[src/rtl/smbq_pkg.sv]
// Shared types and constants for the sorted multiset bound query unit.
// Holds request/response payload structs, the request kind codes and the
// token that travels along the cell chain. No dependencies.
package smbq_pkg;

    localparam int DEPTH_DEFAULT = 64;

    localparam logic [1:0] KIND_LOAD  = 2'd0;
    localparam logic [1:0] KIND_QUERY = 2'd1;
    localparam logic [1:0] KIND_CLEAR = 2'd2;

    localparam logic signed [31:0] MISSING_RESET = -32'sd1;

    typedef struct packed {
        logic [1:0]         kind;
        logic signed [31:0] key_value;
        logic signed [31:0] upper_key;
        logic [5:0]         position;
    } req_t;

    typedef struct packed {
        logic signed [31:0] at_least;
        logic signed [31:0] above;
        logic signed [31:0] at_most;
        logic signed [31:0] below;
        logic [6:0]         less_count;
        logic [6:0]         less_equal_count;
        logic [6:0]         equal_count;
        logic [6:0]         range_count;
        logic               present;
        logic signed [31:0] ranked_element;
        logic [6:0]         size;
        logic               dropped;
    } rsp_t;

    typedef struct packed {
        logic               insert;
        logic               dropped;
        logic signed [31:0] key;
        logic signed [31:0] upk;
        logic [5:0]         pos;
        logic signed [31:0] carry;
        logic               ge_found;
        logic signed [31:0] ge_val;
        logic               gt_found;
        logic signed [31:0] gt_val;
        logic signed [31:0] le_val;
        logic signed [31:0] lt_val;
        logic               rank_found;
        logic signed [31:0] rank_val;
    } tok_t;

endpackage

[src/rtl/smbq_cell.sv]
// One cell of the sorted chain: holds one element, applies the passing
// token's insertion and folds its element into the token's query results.
// Depends on smbq_pkg.
module smbq_cell #(
    parameter int DEPTH = smbq_pkg::DEPTH_DEFAULT,
    parameter int IDX   = 0,
    parameter int CW    = $clog2(DEPTH + 1)
) (
    input  logic          clk,
    input  logic          rst_n,
    input  logic          advance,
    input  logic          valid_in,
    input  smbq_pkg::tok_t tok_in,
    input  logic [CW-1:0] n_in,
    input  logic [CW-1:0] lo_in,
    input  logic [CW-1:0] le_in,
    input  logic [CW-1:0] rc_in,
    output logic          valid_out,
    output smbq_pkg::tok_t tok_out,
    output logic [CW-1:0] n_out,
    output logic [CW-1:0] lo_out,
    output logic [CW-1:0] le_out,
    output logic [CW-1:0] rc_out
);
    import smbq_pkg::*;

    localparam logic [CW-1:0] IDX_C  = CW'(IDX);
    localparam logic [CW-1:0] IDX_P1 = CW'(IDX + 1);

    logic signed [31:0] stored_reg;
    logic signed [31:0] stored_next;
    logic               valid_reg;
    tok_t               tok_reg;
    tok_t               tok_next;
    logic [CW-1:0]      n_reg;
    logic [CW-1:0]      lo_reg;
    logic [CW-1:0]      le_reg;
    logic [CW-1:0]      rc_reg;
    logic [CW-1:0]      lo_next;
    logic [CW-1:0]      le_next;
    logic [CW-1:0]      rc_next;

    logic occupied;
    logic lt_k;
    logic le_k;
    logic lt_u;

    always_comb
    begin
        tok_next    = tok_in;
        stored_next = stored_reg;
        if (tok_in.insert && (IDX_P1 == n_in))
        begin
            stored_next = tok_in.carry;
        end
        else if (tok_in.insert && (IDX_P1 < n_in) && (stored_reg > tok_in.carry))
        begin
            stored_next   = tok_in.carry;
            tok_next.carry = stored_reg;
        end

        occupied = IDX_C < n_in;
        lt_k = occupied && (stored_next < tok_in.key);
        le_k = occupied && (stored_next <= tok_in.key);
        lt_u = occupied && (stored_next < tok_in.upk);

        lo_next = lo_in + CW'(lt_k);
        le_next = le_in + CW'(le_k);
        rc_next = rc_in + CW'(lt_u);

        if (occupied && !tok_in.ge_found && !lt_k)
        begin
            tok_next.ge_found = 1'b1;
            tok_next.ge_val   = stored_next;
        end
        if (occupied && !tok_in.gt_found && !le_k)
        begin
            tok_next.gt_found = 1'b1;
            tok_next.gt_val   = stored_next;
        end
        if (le_k)
        begin
            tok_next.le_val = stored_next;
        end
        if (lt_k)
        begin
            tok_next.lt_val = stored_next;
        end
        if (occupied && (32'(tok_in.pos) == 32'(IDX)))
        begin
            tok_next.rank_found = 1'b1;
            tok_next.rank_val   = stored_next;
        end
    end

    always_ff @(posedge clk or negedge rst_n)
    begin
        if (!rst_n)
        begin
            valid_reg <= 1'b0;
        end
        else if (advance)
        begin
            valid_reg <= valid_in;
        end
    end

    always_ff @(posedge clk)
    begin
        if (advance && valid_in)
        begin
            stored_reg <= stored_next;
            tok_reg    <= tok_next;
            n_reg      <= n_in;
            lo_reg     <= lo_next;
            le_reg     <= le_next;
            rc_reg     <= rc_next;
        end
    end

    assign valid_out = valid_reg;
    assign tok_out   = tok_reg;
    assign n_out     = n_reg;
    assign lo_out    = lo_reg;
    assign le_out    = le_reg;
    assign rc_out    = rc_reg;

endmodule

[config.mk]
export PLATFORM = sky130hd
export DESIGN_NAME = smbq_cell
export DESIGN_NICKNAME = d
export VERILOG_FILES = /design/src/rtl/smbq_pkg.sv /design/src/rtl/smbq_cell.sv
export SDC_FILE = /design/constraint.sdc
export NUM_CORES = 1
export LEC_CHECK = 0
export ABC_AREA = 1
export ABC_CLOCK_PERIOD_IN_PS = 5500
export BUFFER_PORTS_ARGS = -buffer_cell sky130_fd_sc_hd__buf_2
export CORE_AREA = 2 2 230 232
export DETAILED_ROUTE_END_ITERATION = 8
export DIE_AREA = 0 0 232 234
export PLACE_DENSITY = 0.52
export SYNTH_ARGS = -nofsm -noshare
export SYNTH_HDL_FRONTEND = slang
export SYNTH_SLANG_ARGS = --single-unit
[constraint.sdc]
create_clock -name clk -period 5.5 [get_ports clk]
set_input_delay 0.55 -clock clk [delete_from_list [all_inputs] [get_ports clk]]
set_output_delay 0.55 -clock clk [all_outputs]
set_load 0.005 [all_outputs]
; ---- Word-level counts from Yosys, hierarchy flattened
; Index checks and enable logic that the tools add are counted.
[word_totals]
regBits = 328
output_inout_bits = 296
elab_cells = 56
[classes]
n_lt_le_gt_ge = 6
mux = 9
addsub = 3
n_eq_ne = 1
n_reduce_logical = 17
[ops]
columns = cell, n
row1 = $mux W32, 9
row2 = $lt A32 B32 Y1, 2
row3 = $gt A32 B32 Y1, 1
row4 = $le A32 B32 Y1, 1
row5 = $add A7 B1 Y7, 3
row6 = $lt A1 B7 Y1 const A, 2
row7 = $logic_and A1 B1 Y1, 12
row8 = $eq A1 B7 Y1 const A, 1
row9 = $logic_not A6 Y1, 1
row10 = $logic_not A1 Y1, 4

; ---- Longest topological paths before layout
[depth]
word_depth = 10
mapped_depth = 40

; ---- Worst setup path after synthesis
; Ideal clock, no wire load.
[synth_timing]
kind = input-to-reg
start = input port advance
end = register le_reg[0], in the netlist le_out[0] (enable)
stages = 2
slack_ns = -2.066
required_time_ns = 4.823
arrival_time_ns = 6.889
setup_ns = 0.677
path_cell_list = nand2_1 -> inv_1
[synth_between]
elab_chain_cells = 1
[synth_rtl]
columns = item, line
row1 = from (decl), smbq_cell.sv:11  ; input logic advance,
row2 = $logic_and A1 B1 Y1, smbq_cell.sv:110  ; if (advance && valid_in)
row3 = to (signal assigned), smbq_cell.sv:116  ; le_reg <= le_next;
row4 = to (decl), smbq_cell.sv:37  ; logic [CW-1:0] le_reg;
; No other way between the ends.
; A chain may end at the register's enable or synchronous reset.

; ---- Final worst setup path
[layout_timing]
start = register stored_reg[23]
end = register le_reg[6], in the netlist le_out[6] (data pin)
[layout_between]
elab_chain_cells = 7
[layout_rtl]
columns = item, line
row1 = from (decl), smbq_cell.sv:30  ; logic signed [31:0] stored_reg;
row2 = from (signal assigned), smbq_cell.sv:112  ; stored_reg <= stored_next;
row3 = $gt A32 B32 Y1, smbq_cell.sv:56  ; else if (tok_in.insert && (IDX_P1 < n_in) && (stored_reg > tok_in.carry))
row4 = $logic_and A1 B1 Y1, smbq_cell.sv:56
row5 = $mux W32, smbq_cell.sv:56
row6 = $mux W32, smbq_cell.sv:52  ; if (tok_in.insert && (IDX_P1 == n_in))
row7 = via stored_next[3], smbq_cell.sv:31  ; logic signed [31:0] stored_next;
row8 = $le A32 B32 Y1, smbq_cell.sv:64  ; le_k = occupied && (stored_next <= tok_in.key);
row9 = $logic_and A1 B1 Y1, smbq_cell.sv:64
row10 = $add A7 B1 Y7, smbq_cell.sv:68  ; le_next = le_in + CW'(le_k);
row11 = via le_next[6], smbq_cell.sv:40  ; logic [CW-1:0] le_next;
; The timed path passes the listed nets, and every way through them passes these cells.

==> flow_summary.yaml <==
detailed_routing:
  wl_per_cell_um: 19.73
  drc_errors: 0
  first_pass_iters: 5
  via_count: 12390
  drtAntennaViolNets: 0
  wl_um: 53410
  vias_per_cell: 4.575
  first_iter_violations: 636
grt:
  grt_busiest_layer: "met2"
  grt_util_met2_pct: 32.10
  grt_max_degree: 149
  grt_util_met1_pct: 23.31
  grt_pass1_wl_um: 75330
  grt_pass1_vias: 12260
  met3_usage_pct: 4.475
  gr-usage-all-layers_pct: 18.86
  overflow: 0
  antenna_found_initial: 15
logic_synthesis:
  synth-main-ff-cell: "edfxtp_1"
  ys_seq_area_share_pct: 64.56
  synth_nets: 1717
  yosys.area.top_type: "edfxtp_1"
  yosysTopAreaCellShare_pct: 64.39
  synth_cell_types: 37
  syn_area_per_cell_um2: 11.58
  async_flop_share_pct: 0.3049
  synthTopCellsByArea: "edfxtp_1, ha_1, nand2_1"
  ys_ff_latch: 328
  syn_inst: 1317
  ys_top_cells_by_count: "edfxtp_1, nand2_1, inv_1"
  yosysMostFrequentCell: "edfxtp_1"
  yosys_warnings: 0
  syn_area_um2: 15250
  synth-edff-count: 327
placement:
  placedCellCount: 2627
  gp_congestion: 0.9154
  dp_hpwl_um: 41470
  dpl_cell_area_um2: 19540
  io_buffers: 594
power_and_ir_drop:
  irDropWorstVdd_mv: 0.2282
  powerDensity_nw_per_um2: 350.2
  static-leakage-power_nw: 9.421
timing:
  fin_crit_sh_pct: 90.08
  worst_pin_slew_ns: 0.9429
  setup_viol: 0
  drv_slew: 0
  fin_crit_ns: 4.954
  max_freq_mhz: 201.8
  slew_headroom_pct: 36.56
  final-hold-violation-count: 0
  fin_worst_skew_ns: 0.03114
  rsz0062_at_grt: "yes"
clock_tree:
  root_buffer: "clkbuf_16"
  clk_pin_slew_ns: 0.07
  clk_latency_ns: 0.55
  cts_sinks: 328
  numCtsBuffers: 39
  clk_path_buf_depth: 3
  cts_tree: "yes"
  cts-htree-levels: 2
run:
  cap_viol_max_count: 0
floorplan:
  row_count: 84
  fp.dieW_um: 232
  io_pins: 595
  dieArea_um2: 54290
  initial_core_util_pct: 29.31
  fp.coreArea_um2: 52020
  die_h_um: 234
setup_path:
  cp-end-kind: "flip-flop"
  slowest_stage: "edfxtp_1"
  arrival_ns: 5.23
  worstSetupStartpointType: "flip-flop"
  critPathMostFrequentCell: "nand2_1"
  critical_path_class: "flip-flop to flip-flop"
  worstPathRequired_ns: 5.78
  path_max_fanout: 24
  max_stage_delay_ns: 0.44
  cp.buffers_inverters: 3
  critPathTopFamily: "simple AND/OR/NAND/NOR gates"
final_layout:
  final_cells: 2707
  stdcell_area_um2: 20830
  drive_above_1_share_pct: 38.03
  syn2layout_area_growth_pct: 36.59
  largest_reg_flops: 267
  nNetsFinal: 2381
worst_hold_path:
  hold_class: "primary input to flip-flop"
run_status:
  status: "finished, final reports clean"
## final cells by class
class	instances	area (µm²)
clock inverters	21	220.2
flip-flops and latches	328	9844
multi-input cells	784	4598
diodes	10	25.02
inverters	157	593.1
clock buffers	48	1010
repair buffers	671	3679
fillers	5166	31190
well taps	688	860.8
## what timing repair did
| item | CTS | global route |
|---|---|---|
| hold buffers | 1 | 0 |
| gates resized for setup | 0 | 4 |
| endpoints found under the hold margin | 1 | 0 |
| endpoints found under the setup margin | 0 | 12 |
| setup buffers | 0 | 0 |
## power breakdown
part / internal, W / switching (W)
clock network: 0.00150 / 0.00106
logic: 0.000618 / 0.000982
registers: 0.00308 / 0.0000580
## final timing paths
kind                                               start                endpoint  slack (ns)  depth (start not counted)
worst max-delay path            stored_reg[23]$_DFFE_PP_     le_out[6]$_DFFE_PP_        0.55                         32
worst min-delay path                         tok_in[263]  tok_out[263]$_DFFE_PP_        0.20                          1
worst max register to register  stored_reg[23]$_DFFE_PP_     le_out[6]$_DFFE_PP_        0.55                         32
worst min register to register     valid_out$_DFFE_PN0P_   valid_out$_DFFE_PN0P_        0.53                          2
max in group asynchronous                          rst_n   valid_out$_DFFE_PN0P_        5.08                          2
min in group asynchronous                          rst_n   valid_out$_DFFE_PN0P_        0.34                          2
## kinds of logic (layout without fill, tap and decap cells)
| group | after synthesis | count (layout) | synth area share [%] |
|---|---|---|---|
| fa+ha+maj | 101 | 101 | 8.287 |
| simple gates | 379 | 379 | 10.05 |
| xor+xnor | 16 | 16 | 0.9682 |
| other cells | 0 | 10 | 0 |
| buf+inv | 205 | 897 | 5.776 |
| compound gates | 288 | 288 | 10.36 |
| flops | 328 | 328 | 64.56 |
## through the flow
stage | util, % | setup WS, ns | total power (W) | TNS, ns | hold slack (ns)
finish | 40.04 | 0.5457 | 0.007296 | 0 | 0.2004
detailed placement | 37.56 | 0.08233 | 0.004806 | 0 | 0.3257
global route | 40.03 | 0.006102 | 0.007678 | 0 | 0.1627
CTS | 39.95 | 0.3307 | 0.007413 | 0 | 0.1455
global placement | 37.56 | 0.2270 | 0.004784 | 0 | 0.3245
floorplan | - | -0.3840 | 0.004033 | -125.57 | 0.2544
## layer usage
metal / vias to the layer above / wire length, µm
met4: 6 / 1370
met5: - / 41
li1: 5956 / -
met2: 465 / 26160
met1: 5878 / 21970
met3: 80 / 3870
## placed cells by master, fill, tap and decap left out, types with 8 or more instances in the layout
master and count:
edfxtp_1 327, diode_2 10, buf_2 594, nand3_1 15, a21oi_1 73, ha_1 101, o21ai_2 23, clkbuf_16 39
buf_4 66, buf_12 10, xor2_1 15, clkbuf_1 9, o21ai_1 47, nor2_1 57, nand2_1 277, inv_1 156
nand4_1 8, o21ai_0 129
(Power assumes the default switching activity.)
